## src/hw/rtl/hmmf_ram.sv

```systemverilog
`timescale 1ns / 1ps
`default_nettype none
module hmmf_ram #(
  parameter int WIDTH = 32,
  parameter int DEPTH = 32
) (
  input  wire logic                     clk,
  input  wire logic                     we,
  input  wire logic [$clog2(DEPTH)-1:0] waddr,
  input  wire logic [WIDTH-1:0]         wdata,
  input  wire logic [$clog2(DEPTH)-1:0] raddr,
  output logic      [WIDTH-1:0]         rdata
);
  logic [WIDTH-1:0] mem [DEPTH];
  always_ff @(posedge clk) begin
    if (we) mem[waddr] <= wdata;
    rdata <= mem[raddr];
  end
endmodule
`default_nettype wire

```

## config.mk

```make
export PLATFORM = sky130hd
export DESIGN_NAME = hmmf_ram
export DESIGN_NICKNAME = d
export VERILOG_FILES = /design/src/hw/rtl/hmmf_ram.sv
export SDC_FILE = /design/constraint.sdc
export NUM_CORES = 1
export LEC_CHECK = 0
export ABC_AREA = 1
export BUFFER_PORTS_ARGS = -buffer_cell sky130_fd_sc_hd__buf_2
export CELL_PAD_IN_SITES_DETAIL_PLACEMENT = 0
export CELL_PAD_IN_SITES_GLOBAL_PLACEMENT = 2
export CORE_MARGIN = 8
export CORE_UTILIZATION = 30
export DETAILED_ROUTE_END_ITERATION = 6
export PLACE_DENSITY = 0.68
export SYNTH_ARGS = -nofsm -noshare
export SYNTH_HDL_FRONTEND = slang
export SYNTH_SLANG_ARGS = --single-unit
```

## constraint.sdc

```tcl
create_clock -name clk -period 2.5 [get_ports clk]
set_input_delay 0.625 -clock clk [delete_from_list [all_inputs] [get_ports clk]]
set_output_delay 0.625 -clock clk [all_outputs]
set_load 0.01 [all_outputs]
```

=== After elaboration in Yosys (flattened, before gate mapping) ===
Memories as Yosys holds them, arrays and structs flattened. A register that Yosys moved wholly into a read port is not among the register bits.
Cells that the tools add are included.

* Shifts and indexed selects: 0
* Muxes and demuxes: 2
* Add/subtract/negate cells: 0
* Equal/unequal tests: 0
* Bitwise operators: 0
* Order comparisons: 0
* Reduce and logical (&&, ||, !) cells: 0
* Divide/modulo/power cells: 0
* Multiply operators: 0

{| class="wikitable"
|+ Operator list
! cell !! count
|-
| 1-bit two-way mux || 2
|}

* Latch bits: 0
* Bits in read-only memories: 0
* Memories: 1
* RAM bits: 1024
* Bits of input ports: 44
* Register bits: 0
* Word-level logic and storage cells: 3

{| class="wikitable"
|+ Memories
! memory !! depth !! bits a word !! rd ports !! clocked after Yosys merged registers in !! wr ports !! RTL line !! RTL
|-
| mem || 32 || 32 || 1 || 1 || 1 || 14 || <nowiki>logic [WIDTH-1:0] mem [DEPTH];</nowiki>
|}

=== Depth between registers and ports, before layout ===
* Word-level depth: 2
* Depth in mapped cells: 12
* Gate-level depth less buffers: 9

=== Least setup slack after synthesis ===
OpenSTA, ideal clock, no wires.

* Path type: in2reg
* From: input waddr[0]
* To: memory mem[8][0] (enable)
* Arrival: 2.280 ns
* Path buffers: 0
* Path slack: -0.201 ns
* Library setup time: 0.421 ns
* Stages on the path: 3
* Cell sequence: inv_1 nand3_1 nor2_1

{| class="wikitable"
|+ RTL lines
! item !! RTL line !! RTL
|-
| from (decl) || 9 || <nowiki>input wire logic [$clog2(DEPTH)-1:0] waddr,</nowiki>
|-
| to (decl) || 14 ||
|}

Straight into the memory's write port.

=== Worst setup path after layout ===
* From: register rdata[16], read port of mem
* To: output rdata[16]

{| class="wikitable"
|+ RTL lines
! item !! RTL line !! RTL
|-
| from (decl) || 12 || <nowiki>output logic [WIDTH-1:0] rdata</nowiki>
|}

No word-level cell between the ends.

==> results by group <==
Die
  – Die Y-Extent: 392 µm
  – Die area: 0.154 mm²
  – Num rows: 138
  – Initial core utilization: 30.1%
  – # IOs: 76
  – Die width: 392 µm
  – Core ar.: 0.141 mm²

STA
  – Slew Viols, Final: 0
  – Actual slew at the worst max-slew pin: 661 ps
  – RSZ-0062 raised after global routing: no
  – Fin Setup TNS: 0 ps
  – Tmin final: 2030 ps
  – Tcrit/Tclk final: 81.1%
  – Worst relative slew slack: 55.9%
  – Achievable Freq: 0.493 GHz
  – Clock Skews: 17.2 ps
  – Worst Slack Setup Final: 473 ps
  – Final setup violation count: 0
  – Number of hold violations in the final report: 0
  – Worst hold slack: 433 ps

Power and ir drop
  – Power per cell area: 777 mW/mm²
  – Leak: 0.0179 µW
  – Worst VDD drop: 0.508 mV

Global route
  – Pin count of the biggest net entering global routing: 66
  – Grt ovf: 0
  – Vias in the first global route: 26.3k
  – Antenna violations before repair: 7
  – Total track usage: 16.6%
  – First-pass GRT wire length: 187000 µm

Worst hold path
  – Hold endpoint: mem[12][31]
  – Hold Path Depth: 1
  – Min-Delay Path Class: in2reg
  – Min-delay src: wdata[31]

Flow run
  – Max-cap violations: 0

Detailed routing
  – Initial DRT Pass Iterations: 5
  – Wire per inst: 22.9 µm
  – # DRC: 0
  – Final WL: 129000 µm
  – Iter 0 DRT Violations: 2047
  – DR vias: 26.7k
  – Vias/cell: 4.74
  – Antenna viol nets, final: 0

CTS
  – Root Buffer: clkbuf_16
  – Cts hold-fix bufs: 0
  – Clock Latency Late Sink: 700 ps
  – Number of buffers created by CTS: 113
  – H-Tree Depth: 3
  – CTS resizes: 0
  – Worst-path clk slew: 60 ps
  – CTS tree: done
  – Deepest clock path buffer count: 3
  – Sink Count: 1056
  – Postcts setup bufs: 0

Critical path
  – CP top delay family: flip-flops
  – CP max stage delay: 500 ps
  – WP buf/inv: 1
  – Crit. End Element: output pin
  – Data required, critical path: 1880 ps
  – R2r endpoint: rdata[23]
  – Top fanout value on the critical path: 1
  – FF-to-FF Start: mem[25][23]
  – Worst R2R Setup Slack: 1320 ps
  – Slowest cell on the critical path: dfxtp_1
  – Worst setup path class: reg2out
  – Worst setup SP type: flip-flop
  – Worst Reg-to-Reg Cells: 8
  – Worst EP arrival: 1400 ps
  – Critical-path cell list: buf_2

Synth
  – Synthesized area: 0.0424 mm²
  – Yosys reg bits: 1056
  – Syn_nets: 3580
  – YS warnings: 0
  – Register area share after synthesis: 74.0%
  – Syn avg cell area: 12.0 µm²
  – Distinct cells, synth: 14
  – Mapped Cells: 3536

Finish
  – Final core occ: 35.3%
  – Area growth from synthesis to layout: 17.1%
  – # fillers: 13.9k
  – Share of post-route cells with drive strength above 1: 11.2%
  – Storage element area: 0.0314 mm²
  – Area of the multi-input gates: 0.00967 mm²
  – Final Net Count: 3698

Placement
  – Pre-CTS WS: 324 ps
  – I/O Buffers: 75
  – GP Congestion: 0.722
  – Hpwl dp: 67500 µm

Status
  – Outcome: finished, final reports clean
-- cell usage in the layout, fill, tap and decap left out --
cell	netlist	routed
nor2_4	0	32
nand3_1	780	780
bufinv_16	0	9
clkinv_8	0	4
buf_6	66	1
inv_4	0	1
inv_8	1	1
dfxtp_1	32	32
inv_1	7	5
buf_2	83	71
buf_4	24	62
clkbuf_8	0	8
edfxtp_1	1024	1024
clkinv_4	0	2
diode_2	0	1
inv_6	0	3
clkinvlp_4	0	3
nand2_1	1440	1440
clkbuf_16	0	113
inv_2	2	1
clkbuf_1	24	25
clkinv_2	0	21
buf_8	3	2
clkinv_1	0	22
inv_16	0	1
buf_12	0	85
-- flip-flops by register name, summed over array words and instances (netlist names) --
register and cells:
mem 1024, rdata 32
-- layout make-up --
cell class              count  share of cell area, %
repair buffers            221                   5.16
clock inverters            63                   1.17
well taps                1890                   4.76
diodes                      1                0.00504
clock buffers             146                   6.10
inverters                  10                  0.139
flip-flops and latches   1056                   63.2
multi-input cells        2252                   19.5
-- cell usage after synthesis --
cell type  number  area, µm²
nand2_1      1440       5410
edfxtp_1     1024      30700
nand3_1       780       3900
buf_2          83        415
buf_6          66        743
dfxtp_1        32        641
nor2_1         32        120
buf_4          24        180
clkbuf_1       24       90.1
buf_1          18       67.6
inv_1           7       26.3
buf_8           3       45.0
inv_2           2       7.51
inv_8           1       11.3
-- through the flow --
step	total power, µW	std cells	cell area (µm²)
floorplan	21500	3536	42400
global placement	22600	5429	46100
detailed placement	22600	5429	46100
CTS	39000	5638	49700
global route	39900	5638	49700
finish	38600	5639	49700
-- power by group --
group	internal (µW)	switching, µW
logic	721	1740
registers	19700	90.8
clock network	9450	6920
-- routing by layer --
metal,up-vias,track usage [%],routed length (µm)
met3,169,2.56,5570
met5,-,0,21
met1,13400,22.7,59000
met4,4,3.72,2690
met2,598,27.8,62000
li1,12600,-,-
-- kinds of logic after synthesis --
kind of cell / count (synthesis) / share of synthesized area [%]
simple gates: 2252 / 22.2
flops: 1056 / 74.0
buf+inv: 228 / 3.74
-- worst max path at each step --
stage          startpoint          to  slack [ps]  depth (start not counted)
2_1_floorplan    waddr[0]   mem[8][0]        -200                          3
3_3_place_gp     waddr[4]  mem[3][25]         320                          5
3_5_place_dp     waddr[2]  mem[3][26]         320                          5
4_1_cts         rdata[16]   rdata[16]         430                          1
5_1_grt         rdata[16]   rdata[16]         420                          1
6_report        rdata[16]   rdata[16]         470                          1
Note: power is estimated with default switching activity, not from simulation.
