[src/hw/rtl/hmmf_div.sv]
`timescale 1ns / 1ps
`default_nettype none
// restoring divider: 2^51 + sum/2 over sum, one quotient bit per cycle
module hmmf_div (
  input  wire logic        clk,
  input  wire logic        rst_n,
  input  wire logic        start,
  input  wire logic [39:0] divisor,
  output logic             done,
  output logic [31:0]      scale,
  output logic             sat
);
  logic [52:0] num_r, num_nxt;
  logic [40:0] rem_r, rem_nxt;
  logic [52:0] quo_r, quo_nxt;
  logic [5:0]  cnt_r, cnt_nxt;
  logic        busy_r, busy_nxt;
  logic [39:0] den_r, den_nxt;
  logic [41:0] trial;

  always_comb begin
    num_nxt = num_r; rem_nxt = rem_r; quo_nxt = quo_r;
    cnt_nxt = cnt_r; busy_nxt = busy_r; den_nxt = den_r;
    trial = '0;
    done = 1'b0;
    if (start) begin
      num_nxt = (53'd1 << 51) + {14'd0, divisor[39:1]};
      rem_nxt = '0; quo_nxt = '0; cnt_nxt = 6'd53;
      busy_nxt = 1'b1; den_nxt = divisor;
    end else if (busy_r) begin
      trial = {rem_r, num_r[52]} - {2'b0, den_r};
      if (!trial[41]) begin
        rem_nxt = trial[40:0]; quo_nxt = {quo_r[51:0], 1'b1};
      end else begin
        rem_nxt = {rem_r[39:0], num_r[52]}; quo_nxt = {quo_r[51:0], 1'b0};
      end
      num_nxt = {num_r[51:0], 1'b0};
      cnt_nxt = cnt_r - 6'd1;
      if (cnt_r == 6'd1) begin
        busy_nxt = 1'b0;
      end
    end
    done = busy_r && !busy_nxt && !start;
  end

  always_ff @(posedge clk) begin
    if (!rst_n) begin
      busy_r <= 1'b0; cnt_r <= '0;
    end else begin
      busy_r <= busy_nxt; cnt_r <= cnt_nxt;
    end
    num_r <= num_nxt; rem_r <= rem_nxt; quo_r <= quo_nxt; den_r <= den_nxt;
  end

  always_comb begin
    sat = (den_r == 40'd0) || (quo_nxt[52:32] != '0);
    scale = sat ? 32'hFFFF_FFFF : quo_nxt[31:0];
  end
endmodule
`default_nettype wire

[config.mk]
export PLATFORM = sky130hd
export DESIGN_NAME = hmmf_div
export DESIGN_NICKNAME = d
export VERILOG_FILES = /design/src/hw/rtl/hmmf_div.sv
export SDC_FILE = /design/constraint.sdc
export NUM_CORES = 1
export LEC_CHECK = 0
export ABC_AREA = 1
export BUFFER_PORTS_ARGS = -buffer_cell sky130_fd_sc_hd__buf_2
export CAP_MARGIN = 40
export CORE_MARGIN = 5
export CORE_UTILIZATION = 55
export CTS_CLUSTER_SIZE = 24
export DETAILED_ROUTE_END_ITERATION = 8
export PLACE_DENSITY = 0.75
export REMOVE_ABC_BUFFERS = 1
export SETUP_SLACK_MARGIN = 0.1
export SYNTH_ARGS = -nofsm -noshare
export SYNTH_HDL_FRONTEND = slang
export SYNTH_SLANG_ARGS = --single-unit
[constraint.sdc]
create_clock -name clk -period 2.7 [get_ports clk]
set_input_delay 0 -clock clk [delete_from_list [all_inputs] [get_ports clk]]
set_output_delay 0 -clock clk [all_outputs]
set_load 0.02 [all_outputs]
-- After elaboration in Yosys (flattened, before gate mapping)
Index checks and enable logic that the tools add are counted.
- flip-flop bits (word level): 194
- logic and storage cells: 33
- bits of input ports: 43
- output and inout port bits: 34
- add/subtract/negate cells: 3
- bitwise logic cells: 1
- equality and inequality tests: 1
- mux-type cells: 12
- reduce and logical (&&, ||, !) cells: 9
- operators with widths (kind ; number):
    53-bit two-way mux ; 4
    52-bit by 39-bit adder with 53-bit output (first input constant) ; 1
    42-bit by 40-bit subtractor with 42-bit output ; 1
    41-bit two-way mux ; 1
    40-bit logical NOT ; 1
    32-bit two-way mux ; 1
    21-bit nonzero test ; 1
    6-bit two-way mux ; 2
    6-bit by 1-bit equality test with 1-bit output (second input constant) ; 1
    6-bit by 1-bit subtractor with 6-bit output (second input constant) ; 1
    1-bit two-way mux ; 4
    1-bit logical AND ; 2
    1-bit logical NOT ; 2
    2-bit nonzero test ; 1
    2-bit OR reduction ; 1
    1-bit logical OR ; 1
    1-bit inverter ; 1

-- Longest topological paths before layout
- word-level depth: 7
- mapped depth: 19
- mapped depth without buffers: 18

-- Worst setup path after synthesis
Ideal clock, no wire load.
- kind: register to output
- from: reg busy_r
- to: out scale[0]
- slack: -266 ps
- path buffers: 3
- required time: 2700 ps
- stages on the path, launching flop included: 7
- arrival time: 2966 ps
- cells stage by stage: dfxtp_1 buf_2 nor2_2 clkinv_2 buf_2 buf_1 o211ai_1
- cells in the longest elaborated chain, start to end: 5
- ends and longest elaborated chain (what ; line ; RTL):
    start: declaration ; 17 ; logic busy_r, busy_nxt;
    start signal: assignment ; 50 ; busy_r <= busy_nxt; cnt_r <= cnt_nxt;
    53-bit two-way mux * ; 30 ; end else if (busy_r) begin
    53-bit two-way mux * ; 26 ; if (start) begin
    21-bit nonzero test ; 56 ; sat = (den_r == 40'd0) || (quo_nxt[52:32] != '0);
    1-bit logical OR ; 56 ;
    32-bit two-way mux * ; 57 ; scale = sat ? 32'hFFFF_FFFF : quo_nxt[31:0];
    end: declaration ; 10 ; output logic [31:0] scale,
Mark *: on every way between the ends. The rest lies on a longest branch, timed or not.

-- Worst setup path in the final report
- from: reg den_r[20]
- to: out scale[0]
- cells in the longest elaborated chain, start to end: 5
- elaborated cells on any way between the ends: 7
- classes of those cells: add/sub (1); mux (4); reduce/logical (2)
- ends and longest elaborated chain (what ; line ; RTL):
    start: declaration ; 18 ; logic [39:0] den_r, den_nxt;
    start signal: assignment ; 52 ; num_r <= num_nxt; rem_r <= rem_nxt; quo_r <= quo_nxt; den_r <= den_nxt;
    42-bit by 40-bit subtractor with 42-bit output ; 31 ; trial = {rem_r, num_r[52]} - {2'b0, den_r};
    1-bit two-way mux ; 32 ; if (!trial[41]) begin
    53-bit two-way mux ; 30 ;
    53-bit two-way mux ; 26 ;
    32-bit two-way mux * ; 57 ;
Marks and branches as above.

==> flow_metrics.env <==
export IMPL_cp_end_kind="output port"
export IMPL_met2_usage_pct=42.42
export IMPL_place_ws_ns=0.1543
export IMPL_cpLargestDelayFamily="simple AND/OR/NAND/NOR gates"
export IMPL_viasPerCell=5.047
export IMPL_global_route_usage_total_pct=25.02
export IMPL_boundaryPins=77
export IMPL_grt_setup_unrepaired="true"
export IMPL_hold_path_end="quo_r[52]"
export IMPL_clock_skew_ns=0.01323
export IMPL_layout_cells_non_filler=1957
export IMPL_criticalPathCategory="reg2out"
export IMPL_placed_cells=1846
export IMPL_cp_max_fo=4
export IMPL_grt_util_met3_pct=3.733
export IMPL_fp_row_count=51
export IMPL_hold_viol=0
export IMPL_numCtsBuffers=17
export IMPL_initialDrtViolationCount=617
export IMPL_die_area_um2=22560
export IMPL_synth_largest_area_cell="edfxtp_1"
export IMPL_r2r_start="den_r[20]"
export IMPL_fin_crit_sh_pct=96.63
export IMPL_rr_worst_depth=16
export IMPL_antennaDiodeCount=0
export IMPL_n_fill_cell=1618
export IMPL_ir_worst_vdd_v=0.0003927
export IMPL_syn_to_final_growth_pct=25.09
export IMPL_synth_distinct_cells=37
export IMPL_finalWirelength_um=28080
export IMPL_port_buffers=76
export IMPL_synth_edf_count=93
export IMPL_wl_per_cell_um=14.35
export IMPL_fmax_mhz=383.3
export IMPL_hpwl_um=19450
export IMPL_clock_tree_buffer_depth=2
export IMPL_cts_root_buf="clkbuf_16"
export IMPL_start_util_pct=55.73
export IMPL_maxSlewViolCount=0
export IMPL_ant_nets=0
export IMPL_finalWorstSetupSlack_ns=0.09100
export IMPL_die_y_um=150.2
export IMPL_cpMostUsedCell="nand2_2"
export IMPL_regArea_um2=4815
export IMPL_powerDensity_nw_per_um2=486.4
export IMPL_min_path_cells=5
export IMPL_grt_overflow_total=0
export IMPL_grt_pass1_vias=9546
export IMPL_tightestPinTransition_ns=0.6435
export IMPL_drtPass1Iterations=6
export IMPL_clk_pin_slew_worst_paths_ns=0.08
export IMPL_die_w_um=150.2
export IMPL_pwr_share_clk_pct=38.1
export IMPL_crit_chain="inv_2, ha_4, a21oi_2, nand2_2, a21oi_2, nand2_1, nand2_2, nand3_2, nand2_2, nand2_2, nand2_1, buf_6, o211ai_1, buf_4"
export IMPL_numClockSinks=194
export IMPL_h_tree_depth=4
export IMPL_synth_top_area_share_pct=25.83
export IMPL_swShare_pct=27.08
export IMPL_p_leak_uw=0.006613
export IMPL_busiest_layer="met2"
export IMPL_layout_nets=1765
export IMPL_seq_area_frac_synth_pct=44.54
export IMPL_finalPower_uw=6578
export IMPL_hold_path_startpoint="start"
export IMPL_antenna_found_initial=0
export IMPL_p_seq_share_pct=50.3
export IMPL_gp_congestion=0.9825
export IMPL_status="finished, final reports clean"
export IMPL_fin_hold_ws_ns=0.04534
export IMPL_drive_above_1_share_pct=17.32
export IMPL_ys_ff_latch=194
export IMPL_crit_buf_inv=3
export IMPL_grt_max_degree=61
export IMPL_synthFlopType="dfxtp_1"
export IMPL_fin_crit_ns=2.609
export IMPL_max_stage_delay_ns=0.42
export IMPL_cp_required_ns=2.70
export IMPL_internal_power_uw=4797
export IMPL_vias=9877
export IMPL_switching_power_uw=1781
export IMPL_hold_path_class="in2reg"
export IMPL_synth_area_top_cells="edfxtp_1 26%, nand2_1 21%, dfxtp_1 19%"
export IMPL_rrSetupSlack_ns=0.23
export IMPL_synthCells=1523
export IMPL_design_core_area_um2=19400
export IMPL_maxCapViolCount=0
export IMPL_cp_arrival_ns=2.61
export IMPL_combPwrFrac_pct=11.6
export IMPL_start_kind="flop"
export IMPL_reg2reg_to="rem_r[38]"
export IMPL_yosys_cell_count_top_type="nand2_1"
export IMPL_use_met1_pct=33.28
export IMPL_setup_viol=0
export IMPL_finish_utilization_pct=69.71
export IMPL_synthTopCellsByCount="602 x nand2_1, 281 x inv_1, 101 x dfxtp_1"
export IMPL_critPathSlowestCell="edfxtp_1"
export IMPL_syn_area_per_cell_um2=7.098
export IMPL_cts_tree="yes"
export IMPL_clk_latency_ns=0.44
export IMPL_synth_warnings=0
export IMPL_drc=0
export IMPL_synth_area_um2=10810
export IMPL_relSlewSlack_pct=57.10
export IMPL_grt_pass1_wl_um=45530
export IMPL_multi_input_area_um2=5440
export IMPL_synthArstFlopShare_pct=0
==> per-layer routing <==
| layer | part of all wire [%] | vias up |
|---|---|---|
| met5 | 0 | - |
| met4 | 2.1 | 0 |
| met3 | 4.5 | 37 |
| met2 | 48 | 226 |
| met1 | 46 | 4567 |
| li1 | - | 5047 |
==> worst min-delay path, stage by stage <==
cell	delay, ns
buf_4	0.13
nor2_2	0.08
nand2_1	0.06
o21a_1	0.11
inv_1	0.04
==> flip-flops by register name (all words and copies together) (netlist names) <==
signal,cells
num_r,53
quo_r,53
rem_r,41
den_r,40
cnt_r,6
busy_r,1
==> cells in the final DEF (no fill, tap or decap), drive strengths merged, types with 36 or more instances in the layout <==
cell         instances
nand2              604
ha                  42
a21oi               36
nor2               102
buf                136
dfxtp              101
o22ai               52
inv                290
nand3               76
dlygate4sd3         41
edfxtp              93
==> cell families (layout without fill, tap and decap cells) <==
group,count (synthesis),after routing,synth area share [%]
xor+xnor,25,25,2.025
simple gates,815,815,30.09
flops,194,194,44.54
buf+inv,325,494,11.75
fa+ha+maj,43,43,5.046
compound gates,121,121,6.551
==> final cells by class <==
class                      instances  area share (%)
sequential                       194           35.60
clock inverter                    15           1.231
inverter                         285           7.948
multi-input combinational       1004           40.23
timing repair buffer             177           9.391
clock buffer                      17           3.146
tap                              265           2.452
==> stage by stage <==
stage	setup TNS, ns	cell area [um2]
after floorplan	-61.92	10610
after CTS	0	13140
after global routing	-0.0005205	13520
after global placement	0	11500
final	0	13520
after detailed placement	0	11510
==> power groups by stage <==
stage	clock, uW	sequential (uW)	combinational, uW
6_report	2510	3310	762
5_1_grt	2680	3320	841
4_1_cts	2560	3310	691
3_5_place_dp	0	3370	566
3_3_place_gp	0	3360	559
2_1_floorplan	0	3350	369
==> worst max path at each step <==
stage	startpoint	depth (start not counted)	to	slack (ns)
2_1_floorplan	busy_r	9	scale[0]	-0.86
3_3_place_gp	den_r[27]	16	scale[0]	0.18
3_5_place_dp	den_r[20]	14	scale[0]	0.15
4_1_cts	den_r[38]	13	scale[0]	0.09
5_1_grt	den_r[10]	18	scale[0]	-0.0005
6_report	den_r[20]	14	scale[0]	0.09
==> what timing repair did <==
item | in CTS | in global routing
resized for setup | 70 | 72
buffers inserted | 26 | 13
hold buffers | 41 | 0
setup endpoints to repair | 33 | 38
pin swaps | 20 | 28
endpoints found under the hold margin | 86 | 0
Note: power is estimated with default switching activity, not from simulation.
